File: config.mk
export PLATFORM = sky130hd
export DESIGN_NAME = reverse_bitfield_instruction_decoder_core
export DESIGN_NICKNAME = d
export VERILOG_FILES = /design/src/design/rbid_pkg.sv /design/src/design/rbid_front.sv /design/src/design/rbid_back.sv /design/src/design/reverse_bitfield_instruction_decoder_core.sv
export SDC_FILE = /design/constraint.sdc
export NUM_CORES = 1
export LEC_CHECK = 0
export ABC_CLOCK_PERIOD_IN_PS = 4700
export BUFFER_PORTS_ARGS = -buffer_cell sky130_fd_sc_hd__buf_2
export CAP_MARGIN = 15
export CELL_PAD_IN_SITES_DETAIL_PLACEMENT = 1
export CELL_PAD_IN_SITES_GLOBAL_PLACEMENT = 1
export CORE_ASPECT_RATIO = 0.9
export CORE_MARGIN = 5
export CORE_UTILIZATION = 47
export CTS_CLUSTER_DIAMETER = 30
export DETAILED_ROUTE_END_ITERATION = 10
export HOLD_SLACK_MARGIN = 0.1
export PLACE_DENSITY = 0.89
export SYNTH_ARGS = -nofsm -noshare
export SYNTH_HDL_FRONTEND = slang
export SYNTH_SLANG_ARGS = --single-unit
File: constraint.sdc
create_clock -name clock -period 4.7 [get_ports clock]
set_input_delay 0.235 -clock clock [delete_from_list [all_inputs] [get_ports clock]]
set_output_delay 0.235 -clock clock [all_outputs]
set_load 0.1 [all_outputs]
File: src/design/rbid_pkg.sv
package rbid_pkg;

   // field widths of the bit stream
   localparam int unsigned COUNT_FLD_BIT = 5;
   localparam int unsigned OP_BIT        = 3;
   localparam int unsigned OPND_TYPE_BIT = 2;
   localparam int unsigned VAL_BIT       = 8;
   localparam int unsigned STK_BIT       = 5;
   localparam int unsigned REG_BIT       = 3;
   localparam int unsigned LABEL_FLD_BIT = 3;

   // token kinds on the result channel
   localparam logic [2:0] KIND_COUNT  = 3'd0;
   localparam logic [2:0] KIND_OPCODE = 3'd1;
   localparam logic [2:0] KIND_TYPE   = 3'd2;
   localparam logic [2:0] KIND_VALUE  = 3'd3;
   localparam logic [2:0] KIND_LABEL  = 3'd4;

   // operand type codes
   localparam logic [1:0] OPND_IMM = 2'd0;
   localparam logic [1:0] OPND_REG = 2'd1;

   // operands taken by each opcode: 0, 3 and 4 take two, 2 takes none, the rest one
   localparam logic [1:0] OPERAND_COUNT [8] = '{
      2'd2, 2'd1, 2'd0, 2'd2, 2'd2, 2'd1, 2'd1, 2'd1
   };

   // next field expected in the stream
   typedef enum logic [6:0] {
      FLD_COUNT  = 7'b0000001,
      FLD_OPCODE = 7'b0000010,
      FLD_TYPE   = 7'b0000100,
      FLD_VAL    = 7'b0001000,
      FLD_REG    = 7'b0010000,
      FLD_SLOT   = 7'b0100000,
      FLD_LABEL  = 7'b1000000
   } field_type;

   // one queued input beat
   typedef struct packed {
      logic [7:0] data_byte;
      logic       final_byte;
   } queue_beat_type;

   // queue head as seen by the back part
   typedef struct packed {
      logic           valid;
      queue_beat_type beat;
   } queue_head_type;

   function automatic logic [3:0] field_width(input field_type fld);
      logic [3:0] w;
      case (fld)
         FLD_COUNT:  w = 4'(COUNT_FLD_BIT);
         FLD_OPCODE: w = 4'(OP_BIT);
         FLD_TYPE:   w = 4'(OPND_TYPE_BIT);
         FLD_VAL:    w = 4'(VAL_BIT);
         FLD_REG:    w = 4'(REG_BIT);
         FLD_SLOT:   w = 4'(STK_BIT);
         FLD_LABEL:  w = 4'(LABEL_FLD_BIT);
         default:    w = 4'(COUNT_FLD_BIT);
      endcase
      return w;
   endfunction

endpackage

File: src/design/rbid_front.sv
module rbid_front #(
   parameter int unsigned QUEUE_DEPTH = 2
) (
   input  logic                          clock,
   input  logic                          reset,
   input  logic                          req_valid,
   output logic                          req_stall,
   input  logic [7:0]                    req_data_byte,
   input  logic                          req_final_byte,
   output rbid_pkg::queue_head_type      q_head,
   input  logic                          q_pop
);

   localparam int unsigned PTR_W = (QUEUE_DEPTH > 1) ? $clog2(QUEUE_DEPTH) : 1;
   localparam int unsigned CNT_W = $clog2(QUEUE_DEPTH + 1);

   rbid_pkg::queue_beat_type slot_ff [QUEUE_DEPTH];
   logic [PTR_W-1:0] wr_ptr_ff, wr_ptr_in;
   logic [PTR_W-1:0] rd_ptr_ff, rd_ptr_in;
   logic [CNT_W-1:0] count_ff, count_in;
   logic             push;
   logic             pop;

   // stall only on a full queue
   assign req_stall = (count_ff == CNT_W'(QUEUE_DEPTH));
   assign push      = req_valid && !req_stall;
   assign pop       = q_pop && (count_ff != '0);

   assign q_head.valid = (count_ff != '0);
   assign q_head.beat  = slot_ff[rd_ptr_ff];

   // pointer and fill count update
   always_comb begin
      wr_ptr_in = wr_ptr_ff;
      rd_ptr_in = rd_ptr_ff;
      if (push) begin
         wr_ptr_in = (wr_ptr_ff == PTR_W'(QUEUE_DEPTH - 1)) ? '0 : wr_ptr_ff + 1'b1;
      end
      if (pop) begin
         rd_ptr_in = (rd_ptr_ff == PTR_W'(QUEUE_DEPTH - 1)) ? '0 : rd_ptr_ff + 1'b1;
      end
      count_in = count_ff + CNT_W'(push) - CNT_W'(pop);
   end

   always_ff @(posedge clock) begin
      if (reset) begin
         wr_ptr_ff <= '0;
         rd_ptr_ff <= '0;
         count_ff  <= '0;
      end else begin
         wr_ptr_ff <= wr_ptr_in;
         rd_ptr_ff <= rd_ptr_in;
         count_ff  <= count_in;
      end
   end

   // beat storage, no reset
   always_ff @(posedge clock) begin
      if (push) begin
         slot_ff[wr_ptr_ff].data_byte  <= req_data_byte;
         slot_ff[wr_ptr_ff].final_byte <= req_final_byte;
      end
   end

endmodule

File: src/design/rbid_back.sv
module rbid_back (
   input  logic                     clock,
   input  logic                     reset,
   input  rbid_pkg::queue_head_type q_head,
   output logic                     q_pop,
   output logic                     rsp_valid,
   input  logic                     rsp_stall,
   output logic [2:0]               rsp_token_kind,
   output logic [7:0]               rsp_token_value,
   output logic                     rsp_run_last,
   output logic                     rsp_stream_done
);

   // decode state
   logic [14:0]         store_ff, store_in;
   logic [3:0]          held_ff, held_in;
   rbid_pkg::field_type fld_ff, fld_in;
   logic [4:0]          ins_ff, ins_in;
   logic [1:0]          ops_ff, ops_in;
   logic                fin_ff, fin_in;
   logic                busy_ff, busy_in;
   logic                last_ff, last_in;

   // result register
   logic                rsp_valid_ff, rsp_valid_in;
   logic [2:0]          kind_ff, kind_in;
   logic [7:0]          value_ff, value_in;
   logic                run_last_ff, run_last_in;
   logic                done_ff, done_in;

   logic                out_free;
   logic [3:0]          w;
   logic                have;
   logic [7:0]          v;
   logic [14:0]         store_sh;
   logic [3:0]          held_sh;
   rbid_pkg::field_type fld_nx;
   logic [4:0]          ins_nx;
   logic [1:0]          ops_nx;
   logic [2:0]          kind_nx;
   logic                stop;
   logic                tok_last;

   assign out_free = !rsp_valid_ff || !rsp_stall;
   assign w        = rbid_pkg::field_width(fld_ff);
   assign have     = (held_ff >= w);
   assign store_sh = store_ff >> w;
   assign held_sh  = held_ff - w;

   // field extraction and next-field selection
   always_comb begin
      ins_nx  = ins_ff;
      ops_nx  = ops_ff;
      stop    = 1'b0;
      kind_nx = rbid_pkg::KIND_VALUE;
      fld_nx  = rbid_pkg::FLD_COUNT;
      v       = store_ff[7:0];
      case (fld_ff)
         rbid_pkg::FLD_COUNT: begin
            v       = {3'd0, store_ff[4:0]};
            kind_nx = rbid_pkg::KIND_COUNT;
            ins_nx  = store_ff[4:0];
            fld_nx  = (ins_nx != '0) ? rbid_pkg::FLD_OPCODE : rbid_pkg::FLD_LABEL;
         end
         rbid_pkg::FLD_OPCODE: begin
            v       = {5'd0, store_ff[2:0]};
            kind_nx = rbid_pkg::KIND_OPCODE;
            ins_nx  = ins_ff - 5'd1;
            ops_nx  = rbid_pkg::OPERAND_COUNT[store_ff[2:0]];
            if (ops_nx != '0) begin
               fld_nx = rbid_pkg::FLD_TYPE;
            end else begin
               fld_nx = (ins_nx != '0) ? rbid_pkg::FLD_OPCODE : rbid_pkg::FLD_LABEL;
            end
         end
         rbid_pkg::FLD_TYPE: begin
            v       = {6'd0, store_ff[1:0]};
            kind_nx = rbid_pkg::KIND_TYPE;
            case (store_ff[1:0])
               rbid_pkg::OPND_IMM: fld_nx = rbid_pkg::FLD_VAL;
               rbid_pkg::OPND_REG: fld_nx = rbid_pkg::FLD_REG;
               default:            fld_nx = rbid_pkg::FLD_SLOT;
            endcase
         end
         rbid_pkg::FLD_LABEL: begin
            v       = {5'd0, store_ff[2:0]};
            kind_nx = rbid_pkg::KIND_LABEL;
            stop    = last_ff;
            fld_nx  = rbid_pkg::FLD_COUNT;
         end
         rbid_pkg::FLD_VAL, rbid_pkg::FLD_REG, rbid_pkg::FLD_SLOT: begin
            if (fld_ff == rbid_pkg::FLD_REG) begin
               v = {5'd0, store_ff[2:0]};
            end else if (fld_ff == rbid_pkg::FLD_SLOT) begin
               v = {3'd0, store_ff[4:0]};
            end
            kind_nx = rbid_pkg::KIND_VALUE;
            ops_nx  = ops_ff - 2'd1;
            if (ops_nx != '0) begin
               fld_nx = rbid_pkg::FLD_TYPE;
            end else begin
               fld_nx = (ins_ff != '0) ? rbid_pkg::FLD_OPCODE : rbid_pkg::FLD_LABEL;
            end
         end
         default: begin
            fld_nx = rbid_pkg::FLD_COUNT;
         end
      endcase
      // last token of the beat when the stream stops or the next field is short
      tok_last = stop || (held_sh < rbid_pkg::field_width(fld_nx));
   end

   // sequencing: load a beat, then one field per cycle while the result register is free
   always_comb begin
      store_in     = store_ff;
      held_in      = held_ff;
      fld_in       = fld_ff;
      ins_in       = ins_ff;
      ops_in       = ops_ff;
      fin_in       = fin_ff;
      busy_in      = busy_ff;
      last_in      = last_ff;
      q_pop        = 1'b0;
      rsp_valid_in = rsp_valid_ff && rsp_stall;
      kind_in      = kind_ff;
      value_in     = value_ff;
      run_last_in  = run_last_ff;
      done_in      = done_ff;
      if (!busy_ff) begin
         q_pop = q_head.valid;
         // after the end of the stream beats are dropped
         if (q_head.valid && !fin_ff) begin
            store_in = store_ff | (15'(q_head.beat.data_byte) << held_ff);
            held_in  = held_ff + 4'd8;
            last_in  = q_head.beat.final_byte;
            busy_in  = 1'b1;
         end
      end else if (!have) begin
         // beat gave no token
         busy_in = 1'b0;
         if (last_ff) begin
            fin_in   = 1'b1;
            store_in = '0;
            held_in  = '0;
         end
      end else if (out_free) begin
         rsp_valid_in = 1'b1;
         kind_in      = kind_nx;
         value_in     = v;
         run_last_in  = tok_last;
         done_in      = stop;
         store_in     = store_sh;
         held_in      = held_sh;
         fld_in       = fld_nx;
         ins_in       = ins_nx;
         ops_in       = ops_nx;
         if (tok_last) begin
            busy_in = 1'b0;
            if (last_ff) begin
               fin_in   = 1'b1;
               store_in = '0;
               held_in  = '0;
            end
         end
      end
   end

   always_ff @(posedge clock) begin
      if (reset) begin
         store_ff     <= '0;
         held_ff      <= '0;
         fld_ff       <= rbid_pkg::FLD_COUNT;
         ins_ff       <= '0;
         ops_ff       <= '0;
         fin_ff       <= 1'b0;
         busy_ff      <= 1'b0;
         last_ff      <= 1'b0;
         rsp_valid_ff <= 1'b0;
      end else begin
         store_ff     <= store_in;
         held_ff      <= held_in;
         fld_ff       <= fld_in;
         ins_ff       <= ins_in;
         ops_ff       <= ops_in;
         fin_ff       <= fin_in;
         busy_ff      <= busy_in;
         last_ff      <= last_in;
         rsp_valid_ff <= rsp_valid_in;
      end
   end

   // result payload, no reset
   always_ff @(posedge clock) begin
      kind_ff     <= kind_in;
      value_ff    <= value_in;
      run_last_ff <= run_last_in;
      done_ff     <= done_in;
   end

   assign rsp_valid       = rsp_valid_ff;
   assign rsp_token_kind  = kind_ff;
   assign rsp_token_value = value_ff;
   assign rsp_run_last    = run_last_ff;
   assign rsp_stream_done = done_ff;

endmodule

File: src/design/reverse_bitfield_instruction_decoder_core.sv
// Decodes a program image fed from its last byte to its first into one token per
// bit field (count, opcode, operand type, operand value, function label). Input
// beats land in a QUEUE_DEPTH-entry queue; the decode engine behind it loads a
// byte into its 15-bit bit store and then emits one token per field, since a
// single field extractor handles one field per cycle while the result register
// is free. While a token waits in the result register the engine can still load
// the next byte, but it emits no further token until the waiting one is taken.
// run_last marks the last token of each byte; stream_done marks the label taken
// from the final byte. After the final byte every further beat is accepted and
// dropped until reset.
module reverse_bitfield_instruction_decoder_core #(
   parameter int unsigned QUEUE_DEPTH = 2
) (
   input  logic       clock,
   input  logic       reset,
   input  logic       req_valid,
   output logic       req_stall,
   input  logic [7:0] req_data_byte,
   input  logic       req_final_byte,
   output logic       rsp_valid,
   input  logic       rsp_stall,
   output logic [2:0] rsp_token_kind,
   output logic [7:0] rsp_token_value,
   output logic       rsp_run_last,
   output logic       rsp_stream_done
);

   rbid_pkg::queue_head_type q_head;
   logic                     q_pop;

   rbid_front #(
      .QUEUE_DEPTH (QUEUE_DEPTH)
   ) u_front (
      .clock          (clock),
      .reset          (reset),
      .req_valid      (req_valid),
      .req_stall      (req_stall),
      .req_data_byte  (req_data_byte),
      .req_final_byte (req_final_byte),
      .q_head         (q_head),
      .q_pop          (q_pop)
   );

   rbid_back u_back (
      .clock           (clock),
      .reset           (reset),
      .q_head          (q_head),
      .q_pop           (q_pop),
      .rsp_valid       (rsp_valid),
      .rsp_stall       (rsp_stall),
      .rsp_token_kind  (rsp_token_kind),
      .rsp_token_value (rsp_token_value),
      .rsp_run_last    (rsp_run_last),
      .rsp_stream_done (rsp_stream_done)
   );

   // engine never pops an empty queue
   a_pop_nonempty: assert property (@(posedge clock) disable iff (reset)
      q_pop |-> q_head.valid)
      else $error("queue popped while empty");

   // end of stream is always a label and closes its beat
   a_done_is_label: assert property (@(posedge clock) disable iff (reset)
      (rsp_valid && rsp_stream_done) |->
         (rsp_run_last && rsp_token_kind == rbid_pkg::KIND_LABEL))
      else $error("stream_done on a token that is not a closing label");

   // nothing follows the final label
   a_quiet_after_done: assert property (@(posedge clock) disable iff (reset)
      (rsp_valid && rsp_stream_done && !rsp_stall) |=> !rsp_valid)
      else $error("token after end of stream");

endmodule
# Yosys cells after proc, flatten, opt, wreduce, memory -nomap -nowiden
# Memory sizes are Yosys's and may differ from the RTL's. A register that Yosys moved wholly into a read port is not among the register bits.
# Index checks and enable logic that the tools add are counted.
# op_classes
addsub	8
n_mul	0
div_mod_pow	0
order_cmp	3
eq_ne	18
shifts	2
muxes	51
bitwise_logic	3
reduce_logical	30
# ops
cell	count
15-bit two-way mux	7
7-bit two-way mux	5
8-bit case mux with 4 select lines	1
4-bit two-way mux	7
7-bit case mux with 4 select lines	1
4-bit case mux with 3 select lines	2
1-bit two-way mux	20
8-bit two-way mux	2
15-bit bitwise OR	1
5-bit nonzero test	3
8-bit by 4-bit << shifter with 15-bit output	1
15-bit by 4-bit right shift with 15-bit output	1
7-bit by 2-bit == test with 1-bit output (second input constant)	2
7-bit by 3-bit == test with 1-bit output (second input constant)	2
7-bit by 4-bit == test with 1-bit output (second input constant)	2
7-bit by 5-bit == test with 1-bit output (second input constant)	2
7-bit == test (second input constant)	2
3-bit case mux with 4 select lines	1
6-bit case mux with 2 select lines	1
2-bit nonzero test	6
5-bit case mux with 2 select lines	1
3-bit AND reduction	3
3-bit OR reduction	3
4-bit AND reduction	2
other kinds (27)	37
# totals
regBits	54
latch_bits	0
mem_bits_rw	18
romBits	16
in_bits	13
output_inout_bits	15
mem_count	2
# memory_table
name	depth	width	rd	rd_clocked_by_memory_dff	write_ports	line	text
u_front.slot_ff	2	9	1	1	1	rbid_front.sv:17	rbid_pkg::queue_beat_type slot_ff [QUEUE_DEPTH];
(no name shown)	8	2	1	0	0	rbid_back.sv:69	ops_nx = rbid_pkg::OPERAND_COUNT[store_ff[2:0]];

# Depth between registers and ports, before layout
# Gate-level depths: netlist (run 1).
# logic_depth
depth_word	16
mapped_depth	18

# Modules after synthesis
# From an unflattened synthesis (run 1), not the netlist that was laid out.
# unflattened
hier_cells	513
area_unflattened_um2	4525.6
# modules_own_cells
mod	n_inst	cells_per_inst	area_per_inst_um2	seq_area_each_um2
rbid_back	1	458	3641.0	1131.1
rbid_front	1	55	884.6	640.6

# Worst setup path after synthesis (run 1)
# Ideal clock, no wire load.
# synth_timing
path_kind	register -> register
from	reg u_back.fld_ff[2]
to	reg u_back.ins_ff[0]
setup_ns	0.095
arrival_ns	3.949
path_slack_ns	0.656
stages_incl_launch_ff	16
path_buffers	2
synth_period_minus_slack_ns	4.044
cell_sequence	dfxtp_1 > clkbuf_1 > nor4_1 > o211ai_1 > and3_1 > nor3_1 > clkbuf_1 > nor2_1 > inv_1 > ha_1 > a21o_1 > a21o_1 > nand3_1 > nor4_1 > o21ai_0 > a221oi_1
# synth_via
elab_chain_len	5
elab_cells_between_ends	12
# synth_rtl
element	line	text
start, declared	rbid_back.sv:17	rbid_pkg::field_type fld_ff, fld_in;
start signal, assigned	rbid_back.sv:172	fld_ff <= rbid_pkg::FLD_COUNT;
start signal, assigned	rbid_back.sv:182	fld_ff <= fld_in;
7-bit == test (tied with other cells)	rbid_pkg.sv:53	case (fld)
3-bit OR reduction (no source line)	-	
4-bit case mux with 3 select lines	rbid_pkg.sv:53	
4-bit >= comparator	rbid_back.sv:46	assign have = (held_ff >= w);
4-bit AND reduction (no source line)	-	
end signal, assigned	rbid_back.sv:183	ins_ff <= ins_in;
end, declared	rbid_back.sv:18	logic [4:0] ins_ff, ins_in;
# Several ways; a longest one is shown, not always the timed one.
# A chain may end at the register's enable or synchronous reset.

# Worst setup path after layout (run 1)
# layout_timing
from	reg u_back.fld_ff[5]
to	reg u_back.store_ff[3]
# layout_via
elab_chain_len	12
elab_cells_between_ends	32
# layout_rtl
element	line	text
7-bit by 4-bit == test with 1-bit output (tied with other cells)	rbid_pkg.sv:53, rbid_back.sv:58	
3-bit OR reduction	rbid_back.sv:58	case (fld_ff)
7-bit case mux with 4 select lines	rbid_back.sv:58	
7-bit by 2-bit == test with 1-bit output (tied with other cells)	rbid_pkg.sv:53	
3-bit OR reduction (no source line)	-	
4-bit case mux with 3 select lines	rbid_pkg.sv:53	
4-bit < comparator	rbid_back.sv:110	tok_last = stop || (held_sh < rbid_pkg::field_width(fld_nx));
1-bit logical OR	rbid_back.sv:110	
15-bit two-way mux	rbid_back.sv:157	if (tok_last) begin
15-bit two-way mux	rbid_back.sv:146	end else if (out_free) begin
15-bit two-way mux	rbid_back.sv:138	end else if (!have) begin
15-bit two-way mux	rbid_back.sv:129	if (!busy_ff) begin
end signal, assigned	rbid_back.sv:180	store_ff <= store_in;
end, declared	rbid_back.sv:15	logic [14:0] store_ff, store_in;
# Several ways; a longest one is shown, not always the timed one. The select of a mux whose other input is x is not followed.

==> results.txt, run 1 <==
run status: finished, final reports clean
fin area: 0.004985 sq mm
Final HPWL DP: 9.646 mm
clk slew on worst S/H paths: 0.09 ns
Worst Path Arrival: 4.67 ns
Final Hold Fails: 0
Overflow after GRT: 0
TritonCTS clock tree: yes
Mapped Area: 0.004442 sq mm
min-delay src: rsp_stall
CORE AREA: 0.009166 sq mm
clk_skew: 0.009250 ns
Hold Slack: 0.2631 ns
final wirelength: 13.65 mm
Overall Global Routing Usage: 24.31%
area grow syn2layout: 12.23%
reg2reg path depth: 14
post-route ant nets: 0
Area contributors post-synth: edfxtp_1 (21%), dfxtp_1 (19%), ha_1 (3.9%)
Net Sw Frac: 47.93%
Critical Path RT: 4.97 ns
Initial Util: 48.46%
Synth cell types: 69
root buffer cell: clkbuf_8
H-tree levels: 3
Leak: 1.928 nW
Syn Nets: 520
Crit. End Element: flop
Final WS setup: 0.2979 ns
post-synth top area share: 20.96%
number of synthesized flops with an enable pin: 31
Seq/Total Area, Yosys: 39.89%
Fin Setup TNS: 0 ns
largest net degree at the start of global routing: 32
CTS Buf Count: 9
clock power share: 16.0%
worst skew pair latency: 0.36 ns
Post-Synthesis Cells: 492
pre-CTS setup slack: 0.2027 ns
r2r endpoint: u_back.store_ff[3]
period utilisation layout: 93.66%
fin cells: 645
RSZ-0062 raised after global routing: no
Max Slew Vio Count: 0
Hold Path Class: in -> reg
Vias: 4195
port bufs: 27
CP Max Fanout: 11
max-cap violation count: 0
Endpoint, Worst Hold: u_back.rsp_valid
clk buf depth: 2
hold path depth: 3
Max IR drop VDD: 0.3174 mV
initial antenna violation count: 0
Vias per Instance: 6.504
Post-synth top flop: dfxtp_1
sequential power share: 28.7%
synth warn: 0
P_sw: 1.712 mW
kind of critical path: reg -> reg
Synth area leader: edfxtp_1
share of flip-flops with an asynchronous set or reset: 0%
DRT iter0 DRCs: 329
crit start category: flop
slew at the pin closest to its max-slew limit: 0.8629 ns
die area: 0.01150 sq mm
Layout Nets: 546
Reg2Reg Launch Point: u_back.fld_ff[5]
io pins: 28
ratio of cells with drive above 1 in the final layout: 14.34%
Power Internal: 1.860 mW
synthesis-stage register bit count: 73
post-route minimum period: 4.402 ns
number of global-route vias before repair: 4200
first drt pass iteration count: 5
first-pass GRT wire length: 22.09 mm
GP Congestion: 0.9237
FMAX: 227.2 MHz
final setup fails: 0
reg-to-reg slack, setup: 0.30 ns
CTS Sinks: 73
placed cell count: 619
synthesized area per cell: 9.028 sq um
Comb pwr share: 55.3%
Post-Place Cell Area: 0.004654 sq mm
Die Ht: 102.2 um
P per Cell Area: 716.5 mW/mm^2
drt wl/cell: 21.16 um
slew margin rel.: 42.26%
DRC violations left: 0
row cnt: 33
diode count: 0
Die W: 112.5 um
==> how the worst max path moves through the flow <==
| stage | startpoint | endpoint | depth (start not counted) |
|---|---|---|---|
| after global placement | u_back.fld_ff[0] | u_back.held_ff[0] | 13 |
| final | u_back.fld_ff[5] | u_back.store_ff[3] | 14 |
| after floorplan | u_back.fld_ff[2] | u_back.ins_ff[0] | 15 |
| after CTS | u_back.fld_ff[0] | u_back.store_ff[3] | 13 |
| after global routing | u_back.fld_ff[4] | u_back.store_ff[3] | 14 |
| after detailed placement | u_back.fld_ff[0] | u_back.store_ff[3] | 13 |
==> worst max-delay path, cell delays in order, from the launching register on <==
cell	delay, ns
dfxtp_1	0.46
nor4_1	0.44
nand3_1	0.29
and3_1	0.31
nor3_1	0.28
inv_2	0.18
fa_1	0.46
a21o_1	0.18
a21o_1	0.21
a21o_1	0.22
a311o_1	0.37
o21ai_1	0.11
nor3b_1	0.43
a21oi_1	0.15
a21oi_1	0.22
==> power groups by stage <==
stage          Sequential, mW  Combinational, mW  Clock (mW)
2_1_floorplan            1.01               1.41           0
5_1_grt                  1.04               2.16       0.603
3_5_place_dp             1.03               1.90           0
3_3_place_gp             1.02               1.80           0
4_1_cts                  1.02               1.94       0.575
6_report                 1.03               1.98       0.570
==> area by class of cell <==
cell class              count  area (sq um)
clock buffers               9         123.9
clock inverters             7         101.3
fillers                  1082          4182
inverters                  22         82.58
multi-input cells         365          2445
flip-flops and latches     73          1772
well taps                 122         152.6
repair buffers             47         307.8
==> routing by layer <==
metal | vias up | share of wire [%] | global-route usage (%)
li1 | 1891 | - | -
met1 | 2090 | 44 | 32.06
met2 | 179 | 47 | 39.85
met3 | 35 | 6.3 | 5.151
met4 | 0 | 2.8 | 8.872
met5 | - | 0 | 0
==> through the flow <==
stage	util (%)	power, mW
floorplan	-	2.425
global placement	50.78	2.813
detailed placement	50.78	2.930
CTS	54.22	3.534
global route	54.38	3.803
finish	54.38	3.572
==> registers in the layout, indices dropped and copies added, names as in the netlist, named ones only <==
name,cells
u_front.slot_ff,18
u_back.store_ff,15
u_back.rsp_token_value,8
u_back.fld_ff,7
u_back.ins_ff,5
u_back.held_ff,4
u_back.rsp_token_kind,3
u_back.ops_ff,2
u_front.count_ff,2
u_back.busy_ff,1
u_back.fin_ff,1
u_back.last_ff,1
u_back.rsp_run_last,1
u_back.rsp_stream_done,1
u_back.rsp_valid,1
u_front.rd_ptr_ff,1
u_front.wr_ptr_ff,1
==> cell usage in the layout (no fill, tap or decap), types with 6 or more instances in the layout <==
| cell type | instances |
|---|---|
| nor2_1 | 46 |
| dfxtp_1 | 42 |
| nand2_1 | 39 |
| a21oi_1 | 31 |
| edfxtp_1 | 31 |
| o21ai_0 | 28 |
| buf_2 | 27 |
| inv_1 | 20 |
| nand3_1 | 16 |
| nor3_1 | 15 |
| mux2i_1 | 15 |
| ha_1 | 14 |
| buf_4 | 11 |
| nand4_1 | 9 |
| clkbuf_8 | 9 |
| dlygate4sd3_1 | 9 |
| and3_1 | 8 |
| nor2b_1 | 8 |
| a31oi_1 | 8 |
| xnor2_1 | 7 |
| xor2_1 | 6 |
| o21ai_1 | 6 |
| a211oi_1 | 6 |
| a22oi_1 | 6 |
==> synth_stat cells, drive strengths merged, types with 9 or more instances <==
cell	instances
o21ai	34
a21oi	31
nor3	15
clkbuf	25
edfxtp	31
nand3	16
nand2	39
dfxtp	42
inv	21
mux2i	15
nor2	46
ha	14
nand4	9
==> repair_timing <==
item | CTS | global route
buffers inserted | 0 | 1
resized for setup | 0 | 2
hold endpoints to repair | 18 | 0
endpoints found under the setup margin | 0 | 17
hold buffers | 9 | 0
==> cell families (layout without fill, tap and decap cells) <==
family | after synthesis | after routing | synth area share (%)
and+or+nand+nor | 174 | 174 | 20.06
DFF | 73 | 73 | 39.89
buffers and inverters | 54 | 85 | 5.239
xor gates and xnor gates | 13 | 13 | 2.563
adders and majority gates | 15 | 15 | 4.394
muxes | 25 | 25 | 7.183
AOI/OAI and AO/OA | 138 | 138 | 20.68
No activity file was read; power rests on OpenSTA's default activity.
==> inputs of run 2 (changes only) <==
MAX_ROUTING_LAYER = met4   (was default)
==> results.txt, run 2 (synthesis gave the netlist of run 1 again) <==
H-tree levels: 3 (unchanged)
FMAX: 227.7 MHz (+0.26%)
diode count: 0 (unchanged)
period utilisation layout: 93.42% (-0.24 points)
post-route minimum period: 4.391 ns (-0.01123 ns)
P_sw: 1.725 mW (+0.74%)
Hold Path Class: in -> reg
WP buf/inv: 2 (+1)
Hold Slack: 0.2357 ns (-0.02743 ns)
final wirelength: 13.69 mm (+0.31%)
slew at the pin closest to its max-slew limit: 0.8931 ns (+0.03022 ns)
DRC violations left: 0 (unchanged)
crit path cell chain: nor4_2 > o211ai_1 > and3_1 > nor3_1 > inv_2 > fa_1 > a21o_1 > a21o_1 > a21o_1 > a311o_1 > o21ai_1 > buf_4 > a2bb2oi_1 > nand4_1 > a21oi_1
r2r endpoint: u_back.store_ff[10]
Crit path top cell by count: a21o_1
reg-to-reg slack, setup: 0.31 ns (about the same)
CORE AREA: 0.009166 sq mm (unchanged)
clock power share: 13.1% (-2.9 points)
kind of critical path: reg -> reg
placed cell count: 618 (-0.16%)
TritonCTS clock tree: yes
area grow syn2layout: 10.96%
Overall Global Routing Usage: 24.74% (+0.43 points)
Sequential Area: 0.001772 sq mm (unchanged)
first-pass GRT wire length: 21.95 mm (-0.66%)
Initial Util: 48.46% (unchanged)
fin cells: 645 (unchanged)
port bufs: 27 (unchanged)
final setup fails: 0 (unchanged)
RSZ-0062 raised after global routing: no
min-delay src: rsp_stall
ratio of cells with drive above 1 in the final layout: 13.96% (-0.38 points)
Pwr Total: 3.472 mW (-2.8%)
largest net degree at the start of global routing: 32 (unchanged)
Crit. End Element: flop
number of global-route vias before repair: 4192 (-0.19%)
sequential power share: 29.4% (+0.7 points)
clk slew on worst S/H paths: 0.09 ns (about the same)
slew margin rel.: 40.24% (-2.0 points)
crit path max-delay cell type: dfxtp_1
DRT iter0 DRCs: 456 (+39%)
worst skew pair latency: 0.36 ns (about the same)
Power Internal: 1.747 mW (-6.1%)
family with the most delay on the worst path: compound AO/OA/AOI/OAI gates
Final HPWL DP: 9.593 mm (-0.55%)
reg2reg path depth: 15 (+1)
hold path depth: 3 (unchanged)
root buffer cell: clkbuf_8
Reg2Reg Launch Point: u_back.fld_ff[0]
Leak: 1.902 nW (-1.4%)
GP Congestion: 0.9797 (+6.1%)
first drt pass iteration count: 5 (unchanged)
drt wl/cell: 21.22 um (+0.31%)
Vias per Instance: 6.493 (-0.17%)
Overflow after GRT: 0 (unchanged)
fillers: 1121 (+3.6%)
most frequent cells in the layout: nor2_1 (46), dfxtp_1 (42), nand2_1 (39)
max-cap violation count: 0 (unchanged)
P per Cell Area: 704.4 mW/mm^2 (-1.7%)
Final Hold Fails: 0 (unchanged)
most common cell after layout, fill and taps aside: nor2_1
die area: 0.01150 sq mm (unchanged)
Layout Nets: 546 (unchanged)
io pins: 28 (unchanged)
post-route ant nets: 0 (unchanged)
row cnt: 33 (unchanged)
clk_skew: 0.009955 ns (+0.0007051 ns)
fin area: 0.004928 sq mm (-1.1%)
CTS Sinks: 73 (unchanged)
Die W: 112.5 um (unchanged)
Slowest Stage Delay on Critical Path: 0.49 ns (+0.03 ns)
Endpoint, Worst Hold: u_back.rsp_valid
Final WS setup: 0.3091 ns (+0.01123 ns)
initial antenna violation count: 0 (unchanged)
Die Ht: 102.2 um (unchanged)
run status: finished, final reports clean
CTS Buf Count: 9 (unchanged)
Post-Place Cell Area: 0.004647 sq mm (-0.16%)
clk buf depth: 2 (unchanged)
Critical Path RT: 4.99 ns (+0.02 ns)
pre-CTS setup slack: 0.09720 ns (-0.1055 ns)
Comb pwr share: 57.5% (+2.2 points)
Max IR drop VDD: 0.3148 mV (-0.81%)
Fin Setup TNS: 0 ns (unchanged)
Largest register FFs: 18 (unchanged)
CP Max Fanout: 21 (+10)
Max Slew Vio Count: 0 (unchanged)
register with the most flip-flops: u_front.slot_ff
Net Sw Frac: 49.68% (+1.7 points)
final core occ: 53.77% (-0.61 points)
Vias: 4188 (-0.17%)
Worst Path Arrival: 4.68 ns (about the same)
multi-input combinational cell area: 0.002445 sq mm (unchanged)
crit start category: flop
==> run 2: cell count changes in the layout (fill, tap and decap cells not counted) <==
cell       previous run  this run
clkinv_1              1         3
clkinv_4              1         0
bufinv_16             2         0
clkinv_2              0         1
==> run 2: routing by layer <==
layer | wire length (um) | track usage [%] | vias up | share of wire [%]
met5 | 0 | - | - | 0
li1 | - | - | 1894 | -
met1 | 5967 | 31.68 | 2076 | 44
met3 | 913 | 4.204 | 25 | 6.7
met2 | 6580 | 40.91 | 193 | 48
met4 | 227 | 6.839 | 0 | 1.7
==> run 2: layout make-up <==
| type | count | share of cell area (%) |
|---|---|---|
| multi-input combinational | 365 | 49.61 |
| sequential | 73 | 35.95 |
| timing repair buffer | 47 | 6.245 |
| tap | 122 | 3.097 |
| clock buffer | 9 | 2.513 |
| inverter | 22 | 1.676 |
| clock inverter | 7 | 0.9139 |
==> run 2: worst reg2reg max path, delay by kind of cell (launching register included) <==
family | cells | cell delay, ns
adder cells (fa/ha/maj) | 1 | 0.45
buffers and inverters | 2 | 0.46
AO/OA/AOI/OAI | 8 | 1.75
flip-flops | 1 | 0.49
AND/OR/NAND/NOR | 4 | 1.17
==> run 2: worst max-delay path by stage <==
stage,from,endpoint,cells past startpoint
floorplan,u_back.fld_ff[2],u_back.ins_ff[0],15
global placement,u_back.fld_ff[0],u_back.store_ff[5],13
detailed placement,u_back.fld_ff[0],u_back.store_ff[5],13
CTS,u_back.fld_ff[0],u_back.store_ff[5],13
global route,u_back.fld_ff[5],u_back.ins_ff[0],15
finish,u_back.fld_ff[0],u_back.store_ff[10],15
==> run 2: what timing repair did <==
| action | CTS | global route |
|---|---|---|
| hold buffers | 9 | 0 |
| setup endpoints to repair | 0 | 21 |
| gates resized for setup | 0 | 2 |
| buffers inserted | 0 | 2 |
| endpoints found under the hold margin | 18 | 0 |
==> run 2: power groups by stage <==
stage               Combinational, mW  Sequential (mW)  Clock, mW
floorplan                        1.41             1.01          0
global placement                 1.80             1.02          0
detailed placement               1.91             1.03          0
CTS                              1.94             1.01      0.462
global route                     2.14             1.04      0.493
finish                           1.99             1.02      0.455
==> inputs of run 3 (changes only) <==
PLACE_DENSITY = 0.81   (was 0.89)
==> results.txt, run 3 (synthesis gave the netlist of run 1 again) <==
CTS Buf Count: 9 (unchanged)
H-tree levels: 3 (unchanged)
slew margin rel.: 36.80% (-3.4 points)
period utilisation layout: 93.22% (-0.20 points)
Post-Place Cell Area: 0.004662 sq mm (+0.32%)
Leak: 1.923 nW (+1.1%)
clk buf depth: 2 (unchanged)
post-route minimum period: 4.382 ns (-0.009374 ns)
Vias: 4109 (-1.9%)
r2r endpoint: u_back.store_ff[11]
P per Cell Area: 717.4 mW/mm^2 (+1.8%)
crit path max-delay cell type: a41o_2
slew at the pin closest to its max-slew limit: 0.9470 ns (+0.05388 ns)
root buffer cell: clkbuf_8
DRC violations left: 0 (unchanged)
final wirelength: 13.87 mm (+1.3%)
Fin Setup TNS: 0 ns (unchanged)
crit path cell chain: nor4_2 > o211ai_1 > buf_4 > nand3_1 > nand2_1 > ha_1 > inv_1 > fa_1 > ha_1 > a21oi_1 > o21a_1 > nand4b_1 > a41o_2 > a31oi_1 > nor2_1
most common cell after layout, fill and taps aside: nor2_1
max-cap violation count: 0 (unchanged)
Reg2Reg Launch Point: u_back.fld_ff[0]
initial antenna violation count: 0 (unchanged)
Crit path top cell by count: ha_1
FMAX: 228.2 MHz (+0.21%)
Largest register FFs: 18 (unchanged)
CP startpoint: u_back.fld_ff[0]
Sequential Area: 0.001772 sq mm (unchanged)
min-delay src: rsp_stall
Die W: 112.5 um (unchanged)
WP buf/inv: 2 (unchanged)
Hold Path Class: in -> reg
number of global-route vias before repair: 4148 (-1.0%)
family with the most delay on the worst path: compound AO/OA/AOI/OAI gates
Final HPWL DP: 9.877 mm (+3.0%)
post-route ant nets: 0 (unchanged)
crit start category: flop
kind of critical path: reg -> reg
reg2reg path depth: 15 (unchanged)
Overall Global Routing Usage: 25.49% (+0.75 points)
Layout Nets: 546 (unchanged)
ratio of cells with drive above 1 in the final layout: 13.96% (unchanged)
TritonCTS clock tree: yes
Critical Path RT: 4.93 ns (-0.06 ns)
row cnt: 33 (unchanged)
fillers: 1076 (-4.0%)
CORE AREA: 0.009166 sq mm (unchanged)
Net Sw Frac: 47.86% (-1.8 points)
Power Internal: 1.860 mW (+6.5%)
Worst Path Arrival: 4.61 ns (-0.07 ns)
hold path depth: 3 (unchanged)
post-CTS setup buffer count: 0 (unchanged)
clk_skew: 0.01459 ns (+0.004637 ns)
Final Hold Fails: 0 (unchanged)
first-pass GRT wire length: 22.41 mm (+2.1%)
CTS Sinks: 73 (unchanged)
Slowest Stage Delay on Critical Path: 0.52 ns (+0.03 ns)
Max IR drop VDD: 0.3718 mV (+18%)
RSZ-0062 raised after global routing: no
diode count: 0 (unchanged)
Initial Util: 48.46% (unchanged)
Vias per Instance: 6.371 (-1.9%)
worst skew pair latency: 0.35 ns (about the same)
CP Max Fanout: 21 (unchanged)
Die Ht: 102.2 um (unchanged)
final setup fails: 0 (unchanged)
DRT iter0 DRCs: 346 (-24%)
reg-to-reg slack, setup: 0.32 ns (about the same)
clk slew on worst S/H paths: 0.09 ns (about the same)
Crit. End Element: flop
drt wl/cell: 21.50 um (+1.3%)
P_sw: 1.707 mW (-1.0%)
most frequent cells in the layout: nor2_1 (46), dfxtp_1 (42), nand2_1 (39)
io pins: 28 (unchanged)
run status: finished, final reports clean
final core occ: 54.25% (+0.48 points)
area grow syn2layout: 11.94%
fin area: 0.004972 sq mm (+0.89%)
sequential power share: 28.7% (-0.7 points)
die area: 0.01150 sq mm (unchanged)
Comb pwr share: 55.7% (-1.8 points)
first drt pass iteration count: 5 (unchanged)
register with the most flip-flops: u_front.slot_ff
port bufs: 27 (unchanged)
Max Slew Vio Count: 0 (unchanged)
GP Congestion: 0.9735 (-0.63%)
Endpoint, Worst Hold: u_back.rsp_valid
Overflow after GRT: 0 (unchanged)
clock power share: 15.6% (+2.5 points)
largest net degree at the start of global routing: 32 (unchanged)
multi-input combinational cell area: 0.002445 sq mm (unchanged)
==> run 3: power by group through the flow <==
stage	clock network, mW	registers (mW)	logic, mW
floorplan	0	1.01	1.41
global placement	0	1.02	1.84
detailed placement	0	1.03	1.93
CTS	0.563	1.02	1.96
global route	0.596	1.04	2.15
finish	0.558	1.02	1.99
==> run 3: final cells by class <==
cell class | instances | share of cell area (%)
Sequential cell | 73 | 35.63
Clock buffer | 11 | 2.642
Clock inverter | 5 | 1.636
Multi-Input combinational cell | 365 | 49.17
Tap cell | 122 | 3.070
Inverter | 22 | 1.661
Timing Repair Buffer | 47 | 6.190
==> run 3: worst max-delay path by stage <==
stage,cells past startpoint,slack (ns),endpoint
global placement,15,0.49,u_back.store_ff[12]
detailed placement,15,0.21,u_back.store_ff[7]
CTS,15,0.13,u_back.store_ff[7]
floorplan,15,0.66,u_back.ins_ff[0]
finish,15,0.32,u_back.store_ff[11]
global route,15,0.06,u_back.store_ff[11]
==> run 3: tightest hold or removal path, cell delays in order <==
cell and delay, ns:
buf_2 0.12, nand2_1 0.11, a21oi_1 0.08
==> run 3: metal layers <==
metal  track usage (%)  routed length [um]
met1             34.68                6426
met4             8.318                 296
met3             4.677                 910
met2             38.71                6234
met5                 -                   0
==> run 3: repair_timing <==
action	in CTS	in global routing
hold buffers	9	0
gates resized for setup	0	2
hold endpoints to repair	18	0
setup endpoints to repair	0	17
==> run 3: stage by stage <==
stage	hold WS, ns	power [mW]	setup WS (ns)	instances
floorplan	0.3339	2.425	0.6560	492
global placement	0.4223	2.853	0.4857	620
CTS	0.2270	3.539	0.1253	645
detailed placement	0.4263	2.957	0.2148	620
finish	0.2459	3.567	0.3185	645
global route	0.2406	3.789	0.06399	645
